**config.mk**
```make
export PLATFORM = sky130hd
export DESIGN_NAME = mm_seq
export DESIGN_NICKNAME = d
export VERILOG_FILES = /design/src/hw/rtl/mm_pkg.sv /design/src/hw/rtl/mm_seq.sv
export SDC_FILE = /design/constraint.sdc
export NUM_CORES = 1
export LEC_CHECK = 0
export ABC_AREA = 1
export ABC_CLOCK_PERIOD_IN_PS = 1400
export BUFFER_PORTS_ARGS = -buffer_cell sky130_fd_sc_hd__buf_2
export CAP_MARGIN = 40
export CORE_UTILIZATION = 35
export CTS_BUF_LIST = sky130_fd_sc_hd__clkbuf_8 sky130_fd_sc_hd__clkbuf_16
export DETAILED_ROUTE_END_ITERATION = 8
export PLACE_DENSITY = 0.8
export SLEW_MARGIN = 20
export SYNTH_ARGS = -nofsm -noshare
export SYNTH_HDL_FRONTEND = slang
export SYNTH_SLANG_ARGS = --single-unit
```
**constraint.sdc**
```tcl
create_clock -name clk -period 1.4 [get_ports clk]
set_input_delay 0.14 -clock clk [delete_from_list [all_inputs] [get_ports clk]]
set_output_delay 0.14 -clock clk [all_outputs]
set_load 0.02 [all_outputs]
```
**src/hw/rtl/mm_pkg.sv**
```systemverilog
package mm_pkg;

    localparam int ROWS_A = 8;
    localparam int INNER  = 8;
    localparam int COLS_B = 8;
    localparam int DIM    = 8;
    localparam int IDX_W  = 3;

    localparam logic [1:0] ACT_WRITE_A  = 2'd0;
    localparam logic [1:0] ACT_WRITE_B  = 2'd1;
    localparam logic [1:0] ACT_MULTIPLY = 2'd2;

    typedef enum logic [1:0] {
        ST_IDLE,
        ST_RUN,
        ST_WAIT
    } state_t;

    typedef struct packed {
        logic [1:0]         action;
        logic [IDX_W-1:0]   row_index;
        logic [IDX_W-1:0]   col_index;
        logic signed [15:0] element_value;
    } cmd_item_t;

    typedef struct packed {
        logic signed [35:0] product_value;
        logic [IDX_W-1:0]   out_row;
        logic [IDX_W-1:0]   out_col;
        logic               last;
    } res_item_t;

    // partial sum traveling down the cell chain
    typedef struct packed {
        logic               valid;
        logic [IDX_W-1:0]   row;
        logic [IDX_W-1:0]   col;
        logic               last;
        logic signed [35:0] acc;
    } link_t;

    // element write into one cell
    typedef struct packed {
        logic               a_en;
        logic               b_en;
        logic [IDX_W-1:0]   a_idx;
        logic [IDX_W-1:0]   b_idx;
        logic signed [15:0] data;
    } wr_t;

endpackage

```
**src/hw/rtl/mm_seq.sv**
```systemverilog
module mm_seq (
    input  logic              clk,
    input  logic              rst_n,
    input  logic              cmd_valid,
    input  mm_pkg::cmd_item_t cmd,
    input  logic              advance,
    input  logic              run_done,
    output logic              busy,
    output mm_pkg::link_t     issue
);
    import mm_pkg::*;

    state_t           state_reg;
    state_t           state_next;
    logic [IDX_W-1:0] r_cnt_reg;
    logic [IDX_W-1:0] r_cnt_next;
    logic [IDX_W-1:0] c_cnt_reg;
    logic [IDX_W-1:0] c_cnt_next;
    logic             final_elem;

    assign final_elem = (r_cnt_reg == IDX_W'(ROWS_A - 1)) && (c_cnt_reg == IDX_W'(COLS_B - 1));

    always_comb begin
        state_next = state_reg;
        case (state_reg)
            ST_IDLE: begin
                if (cmd_valid && cmd.action == ACT_MULTIPLY) begin
                    state_next = ST_RUN;
                end
            end
            ST_RUN: begin
                if (advance && final_elem) begin
                    state_next = ST_WAIT;
                end
            end
            ST_WAIT: begin
                if (run_done) begin
                    state_next = ST_IDLE;
                end
            end
            default: state_next = ST_IDLE;
        endcase
    end

    always_comb begin
        r_cnt_next = r_cnt_reg;
        c_cnt_next = c_cnt_reg;
        if (state_reg == ST_RUN && advance) begin
            if (c_cnt_reg == IDX_W'(COLS_B - 1)) begin
                c_cnt_next = '0;
                r_cnt_next = final_elem ? '0 : r_cnt_reg + 1'b1;
            end
            else begin
                c_cnt_next = c_cnt_reg + 1'b1;
            end
        end
    end

    always_comb begin
        busy        = 1'b1;
        issue.valid = 1'b0;
        issue.row   = r_cnt_reg;
        issue.col   = c_cnt_reg;
        issue.last  = final_elem;
        issue.acc   = '0;
        case (state_reg)
            ST_IDLE: busy        = 1'b0;
            ST_RUN:  issue.valid = 1'b1;
            ST_WAIT: busy        = 1'b1;
            default: busy        = 1'b1;
        endcase
    end

    always_ff @(posedge clk or negedge rst_n) begin
        if (!rst_n) begin
            state_reg <= ST_IDLE;
            r_cnt_reg <= '0;
            c_cnt_reg <= '0;
        end
        else begin
            state_reg <= state_next;
            r_cnt_reg <= r_cnt_next;
            c_cnt_reg <= c_cnt_next;
        end
    end

endmodule
```
==> results.ini <==
[critical_path]
cp-startpoint=c_cnt_reg[0]
cp_max_fo=3
crit_required_ns=1.26
worst_r2r_startpoint=c_cnt_reg[0]
worstPathArrival_ns=1.23
path_class=reg -> out
cp-end-kind=output pin
startpoint_type=flop

[power_and_ir_drop]
p_switching_uw=536
seq_power_share=0.275
power_frac_comb=0.511
power_frac_clock=0.214
internal_power_uw=759
irDropWorstVdd_uv=420
p_per_area_nw_per_um2=1560
cellLeakagePower_nw=0.474
power.switching_fraction=0.414

[run]
timing.max_cap.violations=0

[status]
outcome=finished, final reports clean

[clock_tree]
clock_insertion_delay_worst_skew_ns=0.23
ctsLongestPathBuffers=2
cts_tree=yes
cts_htree_levels=1
tritoncts.num_buffers=3
cts_sinks=8
cts.reportedPaths.clkPinSlew_ns=0.04
cts_root_buffer=sky130_fd_sc_hd__clkbuf_8

[final_layout]
num_antenna_cells=0
post_synthesis_to_final_layout_area_growth_pct=15.1
final_util=0.427
filler_cell_count=212
seqCellArea_um2=200
drive_above_1_share=0.342
layout.cells.most_common=sky130_fd_sc_hd__conb_1
layout.cells.most_common_list=sky130_fd_sc_hd__conb_1, sky130_fd_sc_hd__nand2_1, sky130_fd_sc_hd__buf_2
multi_input_gate_area_um2=390
final_nets=146
non_filler_instances=138

[synth]
netlist_top_cells_area=sky130_fd_sc_hd__buf_4, sky130_fd_sc_hd__dfrtp_1, sky130_fd_sc_hd__nand2_1
synth.yosys.seq_area_share=0.278
netlist.area_leader.share=0.386
synthesis.area_um2=719
synth.yosys.warnings=0
synth_seq_cells=8
synth_cells=87
syn-mean-instance-area_um2=8.27
yosysUniqueCellTypes=18
synth.largest_area_cell=sky130_fd_sc_hd__buf_4

[placement]
io_buffers=15
dp_cell_count=127
dp_worst_setup_slack_ns=0.0740
detailed_placement_hpwl_um=855
gp_congestion=0.724

[routing]
post_detailed_routing_wire_length_um=1180
detailedRoute.firstPassIterationCount=3
via_per_inst=3.77
detail_route.iter0.violations=11
total_drc_errors_in_the_routed_layout=0
routed-via-count=520
antenna_violating_nets_post_route=0
route.detailed.wl_per_inst_um=8.54

[sta]
max_clock_freq_ghz=0.729
final_hold_viol_count=0
layout_min_cycle_time_ns=1.37
setup_viol_count_final=0
layout_worst_path_cycle_share=0.979
fin_worst_skew_ns=0.00538
post-route-worst-setup-slack_ns=0.0289
slew_violations=0

[grt]
antenna_found_initial=0
grt_pass1_vias=437
top_usage_layer=met2
grt_max_degree=9
gr-total-overflow=0
global_route.usage.met1=0.128
grtUsageMet2=0.186
track_usage=0.124
grt_pass1_wl_um=1760
globalRouteMet3Util=0.0577

[floorplan]
core_area_um2=1940
floorplan.initialDensity=0.370
std_cell_rows=16
dieWidth_um=47.3
die_height_um=47.3
die_area_um2=2240
design.portCount=74

[hold_path]
worstHoldStart=run_done
holdCritPathClass=in -> reg

## through the flow
stage	hold WS (ns)	total power [mW]	area, um2	TNS (ns)
floorplan	-0.156	0.798	851	0
global placement	-0.0107	0.839	682	0
detailed placement	-0.00945	0.862	682	0
CTS	0.100	1.24	783	0
global route	0.101	1.41	828	-0.00410
finish	0.102	1.30	828	0
## critical path, cell delays in order (launching register included)
cell                      delay, ns
sky130_fd_sc_hd__dfrtp_1       0.38
sky130_fd_sc_hd__ha_2          0.21
sky130_fd_sc_hd__ha_4          0.16
sky130_fd_sc_hd__nand2_2       0.07
sky130_fd_sc_hd__inv_2         0.05
sky130_fd_sc_hd__buf_6         0.12
## final cells by class
cell class | instances | area share
repair buffers | 23 | 0.174
well taps | 27 | 0.0408
flip-flops and latches | 8 | 0.242
multi-input cells | 72 | 0.471
clock buffers | 3 | 0.0498
inverters | 5 | 0.0227
## final timing paths
path	depth (start not counted)	slack (ns)	endpoint
setup / recovery	5	0.03	issue[36]
setup reg to reg	5	0.04	c_cnt_reg[0]
max in group asynchronous	2	0.95	c_cnt_reg[1]
hold reg to reg	2	0.56	r_cnt_reg[2]
hold / removal	2	0.10	state_reg[1]
min in group asynchronous	2	0.28	state_reg[1]
## power by group through the flow
stage	sequential [mW]	clock, mW	combinational (mW)
finish	0.356	0.277	0.662
global route	0.366	0.303	0.743
CTS	0.349	0.290	0.598
detailed placement	0.369	0	0.493
global placement	0.361	0	0.478
floorplan	0.433	0	0.366
## cells in the mapped netlist
| master | instances |
|---|---|
| sky130_fd_sc_hd__buf_4 | 37 |
| sky130_fd_sc_hd__nand2_1 | 19 |
| sky130_fd_sc_hd__dfrtp_1 | 8 |
| sky130_fd_sc_hd__ha_1 | 4 |
| sky130_fd_sc_hd__inv_1 | 4 |
| sky130_fd_sc_hd__nor2_1 | 2 |
| sky130_fd_sc_hd__nor2_4 | 2 |
| sky130_fd_sc_hd__conb_1 | 1 |
| sky130_fd_sc_hd__inv_2 | 1 |
| sky130_fd_sc_hd__nand3_1 | 1 |
| sky130_fd_sc_hd__nand3_4 | 1 |
| sky130_fd_sc_hd__nand3b_1 | 1 |
| sky130_fd_sc_hd__nand4_1 | 1 |
| sky130_fd_sc_hd__o21ai_0 | 1 |
| sky130_fd_sc_hd__o21ai_1 | 1 |
| sky130_fd_sc_hd__o21ai_2 | 1 |
| sky130_fd_sc_hd__o22ai_1 | 1 |
| sky130_fd_sc_hd__or2_2 | 1 |
## routing by layer
metal	up-vias	wire length, um
li1	248	-
met4	0	30
met1	232	447
met5	-	0
met2	36	590
met3	4	110
## logic make-up after synthesis
logic type	after synthesis	synth area share
other	1	0.00521
adders and majority gates	4	0.0696
DFF	8	0.278
buffers and inverters	42	0.412
AOI/OAI and AO/OA	4	0.0348
and+or+nand+nor	28	0.200
## what timing repair did
| action | 4_1_cts | 5_1_grt |
|---|---|---|
| setup endpoints to repair | 1 | 2 |
| hold buffers | 1 | 0 |
| pin swaps | 0 | 2 |
| endpoints found under the hold margin | 8 | 0 |
| gates resized for setup | 6 | 5 |
| setup buffers | 5 | 2 |
Note: power is estimated with default switching activity, not from simulation.
