===== config.mk =====
export PLATFORM = sky130hd
export DESIGN_NAME = mm_cell
export DESIGN_NICKNAME = d
export VERILOG_FILES = /design/src/hw/rtl/mm_pkg.sv /design/src/hw/rtl/mm_cell.sv
export SDC_FILE = /design/constraint.sdc
export NUM_CORES = 1
export LEC_CHECK = 0
export BUFFER_PORTS_ARGS = -buffer_cell sky130_fd_sc_hd__buf_2
export CAP_MARGIN = 30
export CORE_ASPECT_RATIO = 1.4
export CORE_MARGIN = 2
export CORE_UTILIZATION = 45
export CTS_BUF_LIST = sky130_fd_sc_hd__clkbuf_8
export CTS_CLUSTER_SIZE = 28
export DETAILED_ROUTE_END_ITERATION = 6
export GPL_ROUTABILITY_DRIVEN = 1
export GPL_TIMING_DRIVEN = 0
export PLACE_DENSITY_LB_ADDON = 0.08
export SYNTH_ARGS = -nofsm -noshare
export SYNTH_HDL_FRONTEND = slang
export SYNTH_SLANG_ARGS = --single-unit

===== constraint.sdc =====
create_clock -name clk -period 8.3 [get_ports clk]
set_input_delay 0.415 -clock clk [delete_from_list [all_inputs] [get_ports clk]]
set_output_delay 0.415 -clock clk [all_outputs]
set_load 0.01 [all_outputs]

===== src/hw/rtl/mm_pkg.sv =====
package mm_pkg;

    localparam int ROWS_A = 8;
    localparam int INNER  = 8;
    localparam int COLS_B = 8;
    localparam int DIM    = 8;
    localparam int IDX_W  = 3;

    localparam logic [1:0] ACT_WRITE_A  = 2'd0;
    localparam logic [1:0] ACT_WRITE_B  = 2'd1;
    localparam logic [1:0] ACT_MULTIPLY = 2'd2;

    typedef enum logic [1:0] {
        ST_IDLE,
        ST_RUN,
        ST_WAIT
    } state_t;

    typedef struct packed {
        logic [1:0]         action;
        logic [IDX_W-1:0]   row_index;
        logic [IDX_W-1:0]   col_index;
        logic signed [15:0] element_value;
    } cmd_item_t;

    typedef struct packed {
        logic signed [35:0] product_value;
        logic [IDX_W-1:0]   out_row;
        logic [IDX_W-1:0]   out_col;
        logic               last;
    } res_item_t;

    // partial sum traveling down the cell chain
    typedef struct packed {
        logic               valid;
        logic [IDX_W-1:0]   row;
        logic [IDX_W-1:0]   col;
        logic               last;
        logic signed [35:0] acc;
    } link_t;

    // element write into one cell
    typedef struct packed {
        logic               a_en;
        logic               b_en;
        logic [IDX_W-1:0]   a_idx;
        logic [IDX_W-1:0]   b_idx;
        logic signed [15:0] data;
    } wr_t;

endpackage


===== src/hw/rtl/mm_cell.sv =====
module mm_cell (
    input  logic          clk,
    input  logic          rst_n,
    input  logic          advance,
    input  mm_pkg::wr_t   wr,
    input  mm_pkg::link_t link_in,
    output mm_pkg::link_t link_out
);
    import mm_pkg::*;

    // cell k holds column k of A and row k of B
    logic signed [15:0] a_col_reg [DIM];
    logic signed [15:0] b_row_reg [DIM];

    logic                valid1_reg;
    logic [IDX_W-1:0]    row1_reg;
    logic [IDX_W-1:0]    col1_reg;
    logic                last1_reg;
    logic signed [31:0]  prod_reg;
    logic signed [35:0]  acc1_reg;

    logic                valid2_reg;
    logic [IDX_W-1:0]    row2_reg;
    logic [IDX_W-1:0]    col2_reg;
    logic                last2_reg;
    logic signed [35:0]  sum_reg;

    logic signed [31:0]  prod_next;
    logic signed [35:0]  sum_next;

    always_ff @(posedge clk) begin
        if (wr.a_en) begin
            a_col_reg[wr.a_idx] <= wr.data;
        end
        if (wr.b_en) begin
            b_row_reg[wr.b_idx] <= wr.data;
        end
    end

    assign prod_next = a_col_reg[link_in.row] * b_row_reg[link_in.col];
    assign sum_next  = acc1_reg + {{4{prod_reg[31]}}, prod_reg};

    always_ff @(posedge clk or negedge rst_n) begin
        if (!rst_n) begin
            valid1_reg <= 1'b0;
            valid2_reg <= 1'b0;
        end
        else if (advance) begin
            valid1_reg <= link_in.valid;
            valid2_reg <= valid1_reg;
        end
    end

    always_ff @(posedge clk) begin
        if (advance) begin
            row1_reg  <= link_in.row;
            col1_reg  <= link_in.col;
            last1_reg <= link_in.last;
            prod_reg  <= prod_next;
            acc1_reg  <= link_in.acc;
            row2_reg  <= row1_reg;
            col2_reg  <= col1_reg;
            last2_reg <= last1_reg;
            sum_reg   <= sum_next;
        end
    end

    assign link_out.valid = valid2_reg;
    assign link_out.row   = row2_reg;
    assign link_out.col   = col2_reg;
    assign link_out.last  = last2_reg;
    assign link_out.acc   = sum_reg;

endmodule


==> impl_metrics.ini, run 1 <==
[clock_network]
cts.sinks = 376
cts_setup_buffers = 0
cts_buffers = 60
ctsLongestPathBuffers = 3
clock_latency_ns = 0.68
cts-root-buf = clkbuf_8
htree_num_levels = 2
cts_tree = built
clkSlewWorstSetupHoldPaths_ns = 0.06

[timing]
period_needed_ns = 7.924
clock.fmax_ghz = 0.1262
finClkSkew_ns = 0.04000
setup_viol = 0
slew_violations = 0
hold_viol = 0
relSlewSlack = 0.3107
rsz0062_at_grt = false
period_share = 0.9546
worstMarginPinSlew_ns = 1.005

[finish]
multi_input_area_um2 = 12260
final_area_um2 = 28590
layout-drive-gt1-share = 0.1811
nNetsFinal = 2578
regArea_um2 = 11280
synthToLayoutAreaGrowth_pct = 14.80
fillCellCount = 4757

[detailed_routing]
via_count = 14774
drtIter0Drc = 594
drt_pre_antenna_iters = 5
detail_route.wirelength_mm = 56.75
via_per_inst = 5.084
wl_per_cell_um = 19.53
post-route-drc-count = 0
antenna_left = 0

[yosys]
netlist_area_um2 = 24910
yosys.area_share.simple = 0.07038
synth_xor_area_frac = 0.02216
yosysUniqueCellTypes = 66
synth_top_family_by_area = adder cells
muxShareOfSynthArea = 0.07852
ys_async_sr_fraction = 0.005319
ys_seq_elements = 376
synth_warnings = 0
synthFlopType = edfxtp_1
synth-adder-area-share = 0.2702
syn-num-nets = 2326
netlist_instances = 1875
seq_area_frac_synth = 0.4530
synth_area_per_cell_um2 = 13.28
synth-edff-count = 374
synth_compound_area_frac = 0.04798

[placed_design]
dpl_cell_area_um2 = 26910
place.gp.congestion = 0.9126
dp_hpwl_mm = 44.52
io_buffer_count = 114

[floorplanning]
start_util = 0.4528
dieWidth_um = 202.8
dieArea_um2 = 57270
num_rows = 102
core_area_um2 = 55010
die_y_um = 282.4
io_pins = 115

[grt]
grtUsageTotal = 0.2059
grt_pass1_vias = 16217
grt_max_degree = 87
grt_first_pass_wirelength_mm = 89.47
overflow = 0
antenna_found_initial = 5

[setup_path]
worstSetupStartpointType = input pin
arrival_ns = 8.42
path_common_cell = fa_1
cpPeakStageDelay_ns = 0.70
cp-end-kind = flop
critical_path.max_fanout = 10
cp_slowest_cell = buf_1
critPathKind = input pin to flop
crit_required_ns = 8.79

[run]
cap_violations = 0

[min_path]
min_path_type = input pin to flop

[status]
outcome = completed
## worst max-delay path: cells and delay by family
kind | cells | cell delay, ns
AOI/OAI and AO/OA | 3 | 0.71
adders and majority gates | 7 | 3.14
buffers and inverters | 9 | 2.19
muxes | 1 | 0.65
and+or+nand+nor | 5 | 1.30
## through the flow
stage | TNS (ns) | hold slack (ns) | util | worst slack [ns] | cells
global placement | -14.87 | 0.1996 | 0.4797 | -1.350 | 2717
detailed placement | -7.225 | 0.2038 | 0.4892 | -0.8676 | 2753
finish | 0 | 0.05881 | 0.5198 | 0.3764 | 2906
CTS | 0 | 0.003706 | 0.5194 | 0.05942 | 2906
global route | 0 | 0.03370 | 0.5197 | 0.009923 | 2905
floorplan | 0 | 0.1194 | - | 0.9843 | 1875
## worst paths after layout
path | startpoint | to | slack (ns) | cells after the start
worst max-delay path | link_in[42] | prod_reg[30] | 0.38 | 25
worst min-delay path | link_in[38] | col1_reg[1] | 0.06 | 1
worst max register to register | a_col_reg[7][12] | prod_reg[30] | 0.64 | 23
worst min register to register | col1_reg[0] | col2_reg[0] | 0.42 | 0
max in group asynchronous | rst_n | valid2_reg | 7.58 | 3
min in group asynchronous | rst_n | valid1_reg | 0.59 | 3
## repair_timing
action                     CTS  global route
setup endpoints to repair    2             8
gates resized for setup      1            13
hold buffers                44             0
hold endpoints to repair    44             0
## synth_stat cells (6+ instances only)
cell	count	area, µm²
mux2_2	19	214.0
o21a_1	8	60.06
and2_1	7	43.79
nand2_1	94	352.8
edfxtp_1	374	11230
nand4_1	7	43.79
nand3_1	11	55.05
nor2_1	192	720.7
inv_1	331	1242
a21o_1	21	157.7
ha_1	117	1464
o21ai_0	18	90.09
o211ai_1	7	52.55
o21bai_1	13	97.59
mux4_2	64	1441
a21boi_0	6	45.04
xor2_1	15	131.4
fa_1	263	5265
nor3_1	11	55.05
xnor2_1	48	420.4
mux2i_1	30	300.3
clkbuf_1	31	116.4
nand2b_1	22	137.6
or2_2	31	193.9
a21oi_1	55	275.3
buf_2	7	35.03
## layout make-up
cell class                 instances  share of cell area
multi-input combinational       1121              0.4287
sequential                       376              0.3946
timing repair buffer             194             0.05186
inverter                         331             0.04346
tap                              728             0.03186
clock buffer                      61             0.02936
clock inverter                    50             0.01348
buffer                            43            0.006564
antenna                            2           0.0001750
## cell families (layout without fill, tap and decap cells)
group / after synthesis / after routing
AND/OR/NAND/NOR: 396 / 396
adder cells (fa/ha/maj): 380 / 380
buffers and inverters: 378 / 679
flip-flops: 376 / 376
AO/OA/AOI/OAI: 169 / 169
multiplexers: 113 / 113
XOR/XNOR: 63 / 63
other: 0 / 2
## per-layer routing
layer,vias up,GRT usage,part of all wire
met3,134,0.03076,0.039
met5,-,0,0.00049
met1,7469,0.2350,0.39
met2,315,0.3865,0.53
li1,6850,-,-
met4,6,0.08123,0.040
## cells in the final DEF (no fill, tap or decap), types with 44 or more instances in the layout
| cell | instances |
|---|---|
| mux4_2 | 64 |
| inv_1 | 347 |
| fa_1 | 263 |
| edfxtp_1 | 374 |
| nand2_1 | 94 |
| xnor2_1 | 48 |
| nor2_1 | 180 |
| dlygate4sd3_1 | 44 |
| ha_1 | 117 |
| clkbuf_8 | 61 |
| buf_2 | 120 |
| a21oi_1 | 55 |
Power of run 1 is left out: the tool's default activity adds up to more than one toggle a clock period on the data nets, which glitch-free logic cannot reach.
==> inputs of run 2 (changes only) <==
--- a/config.mk
+++ b/config.mk
@@ -15,6 +15,7 @@
 export DETAILED_ROUTE_END_ITERATION = 6
 export GPL_ROUTABILITY_DRIVEN = 1
 export GPL_TIMING_DRIVEN = 0
+export MAX_ROUTING_LAYER = met4
 export PLACE_DENSITY_LB_ADDON = 0.08
 export SYNTH_ARGS = -nofsm -noshare
 export SYNTH_HDL_FRONTEND = slang
==> impl_metrics.ini, run 2 (synthesized netlist as in run 1, its figures left out) <==
[setup_path]
cp_slowest_cell = a2111oi_0
cpPeakStageDelay_ns = 0.62
arrival_ns = 8.27
critPathKind = input pin to flop
worstSetupStartpointType = input pin
crit_required_ns = 8.68
path_common_cell = fa_1
cp_top_family = adder cells
path_buf_inv = 8
cp-end-kind = flop
critical_path.max_fanout = 10

[grt]
grt_max_degree = 87
overflow = 0
grtUsageTotal = 0.2119
grt_first_pass_wirelength_mm = 88.67
grt_pass1_vias = 16006
antenna_found_initial = 4

[clock_network]
htree_num_levels = 2
cts_tree = built
cts-root-buf = clkbuf_8
cts.sinks = 376
cts_buffers = 58
cts_setup_buffers = 0
ctsLongestPathBuffers = 3
clock_latency_ns = 0.68
clkSlewWorstSetupHoldPaths_ns = 0.06

[detailed_routing]
antenna_left = 0
detail_route.wirelength_mm = 56.59
via_count = 14718
via_per_inst = 5.063
wl_per_cell_um = 19.47
drtIter0Drc = 654
drt_pre_antenna_iters = 7
post-route-drc-count = 0

[timing]
clock.fmax_ghz = 0.1267
setup_viol = 0
finClkSkew_ns = 0.02120
worstMarginPinSlew_ns = 0.9878
relSlewSlack = 0.3226
slew_violations = 0
rsz0062_at_grt = false
hold_viol = 0
tns_ns = 0
period_needed_ns = 7.891
period_share = 0.9507

[floorplanning]
start_util = 0.4528
core_area_um2 = 55010
dieArea_um2 = 57270
io_pins = 115
dieWidth_um = 202.8
num_rows = 102
die_y_um = 282.4

[finish]
layout-drive-gt1-share = 0.1806
final_cell_mix = 374 x edfxtp_1, 351 x inv_1, 263 x fa_1, 180 x nor2_1, 120 x buf_2
final_common_cell = edfxtp_1
nNetsFinal = 2579
synthToLayoutAreaGrowth_pct = 14.48

[placed_design]
place.gp.congestion = 0.9319
dp_hpwl_mm = 44.68
io_buffer_count = 114

[run]
cap_violations = 0

[min_path]
min_path_type = input pin to flop

[status]
outcome = completed
-- run 2: cell count changes in the layout (fill, tap and decap cells not counted), moves of 2 or more --
cell,delta
buf_6,+2
bufinv_16,-5
clkbuf_8,+2
clkinv_1,-3
inv_1,+4
-- run 2: final timing paths --
| kind | slack, ns | cells past startpoint | endpoint | from |
|---|---|---|---|---|
| max | 0.41 | 25 | prod_reg[20] | link_in[37] |
| min | 0.13 | 1 | a_col_reg[6][9] | wr[9] |
| max in group asynchronous | 7.56 | 3 | valid2_reg | rst_n |
| min in group asynchronous | 0.61 | 3 | valid1_reg | rst_n |
| min reg2reg | 0.42 | 0 | row2_reg[2] | row1_reg[2] |
| max reg2reg | 0.65 | 22 | prod_reg[20] | b_row_reg[7][4] |
-- run 2: repair_timing --
item / 4_1_cts / 5_1_grt
gates resized for setup: 2 / 12
hold endpoints to repair: 45 / 0
hold buffers: 45 / 0
endpoints found under the setup margin: 2 / 6
-- run 2: metrics by stage --
step	worst slack, ns	utilization	instance area (µm²)	hold WS, ns	instances
detailed placement	-0.9389	0.4899	26950	0.2045	2756
CTS	0.08061	0.5180	28490	0.06736	2907
finish	0.4094	0.5183	28510	0.1266	2907
floorplan	0.9843	-	24910	0.1194	1875
global placement	-1.376	0.4797	26390	0.1995	2717
global route	0.005457	0.5183	28510	0.09932	2907
-- run 2: layout make-up --
| type | count | area, µm² |
|---|---|---|
| clock buffers | 63 | 867.1 |
| repair buffers | 198 | 1530 |
| plain buffers | 42 | 183.9 |
| clock inverters | 45 | 231.5 |
| fillers | 4838 | 26490 |
| well taps | 728 | 910.9 |
| flip-flops and latches | 376 | 11280 |
| multi-input cells | 1121 | 12260 |
| inverters | 331 | 1242 |
| diodes | 3 | 7.507 |
-- run 2: layer usage --
layer,vias to the layer above,GRT usage,share of wire
li1,6854,-,-
met1,7420,0.2316,0.39
met2,309,0.3897,0.53
met3,135,0.03203,0.039
met4,0,0.07767,0.036
met5,-,-,0
Power of run 2 is left out for the same reason.
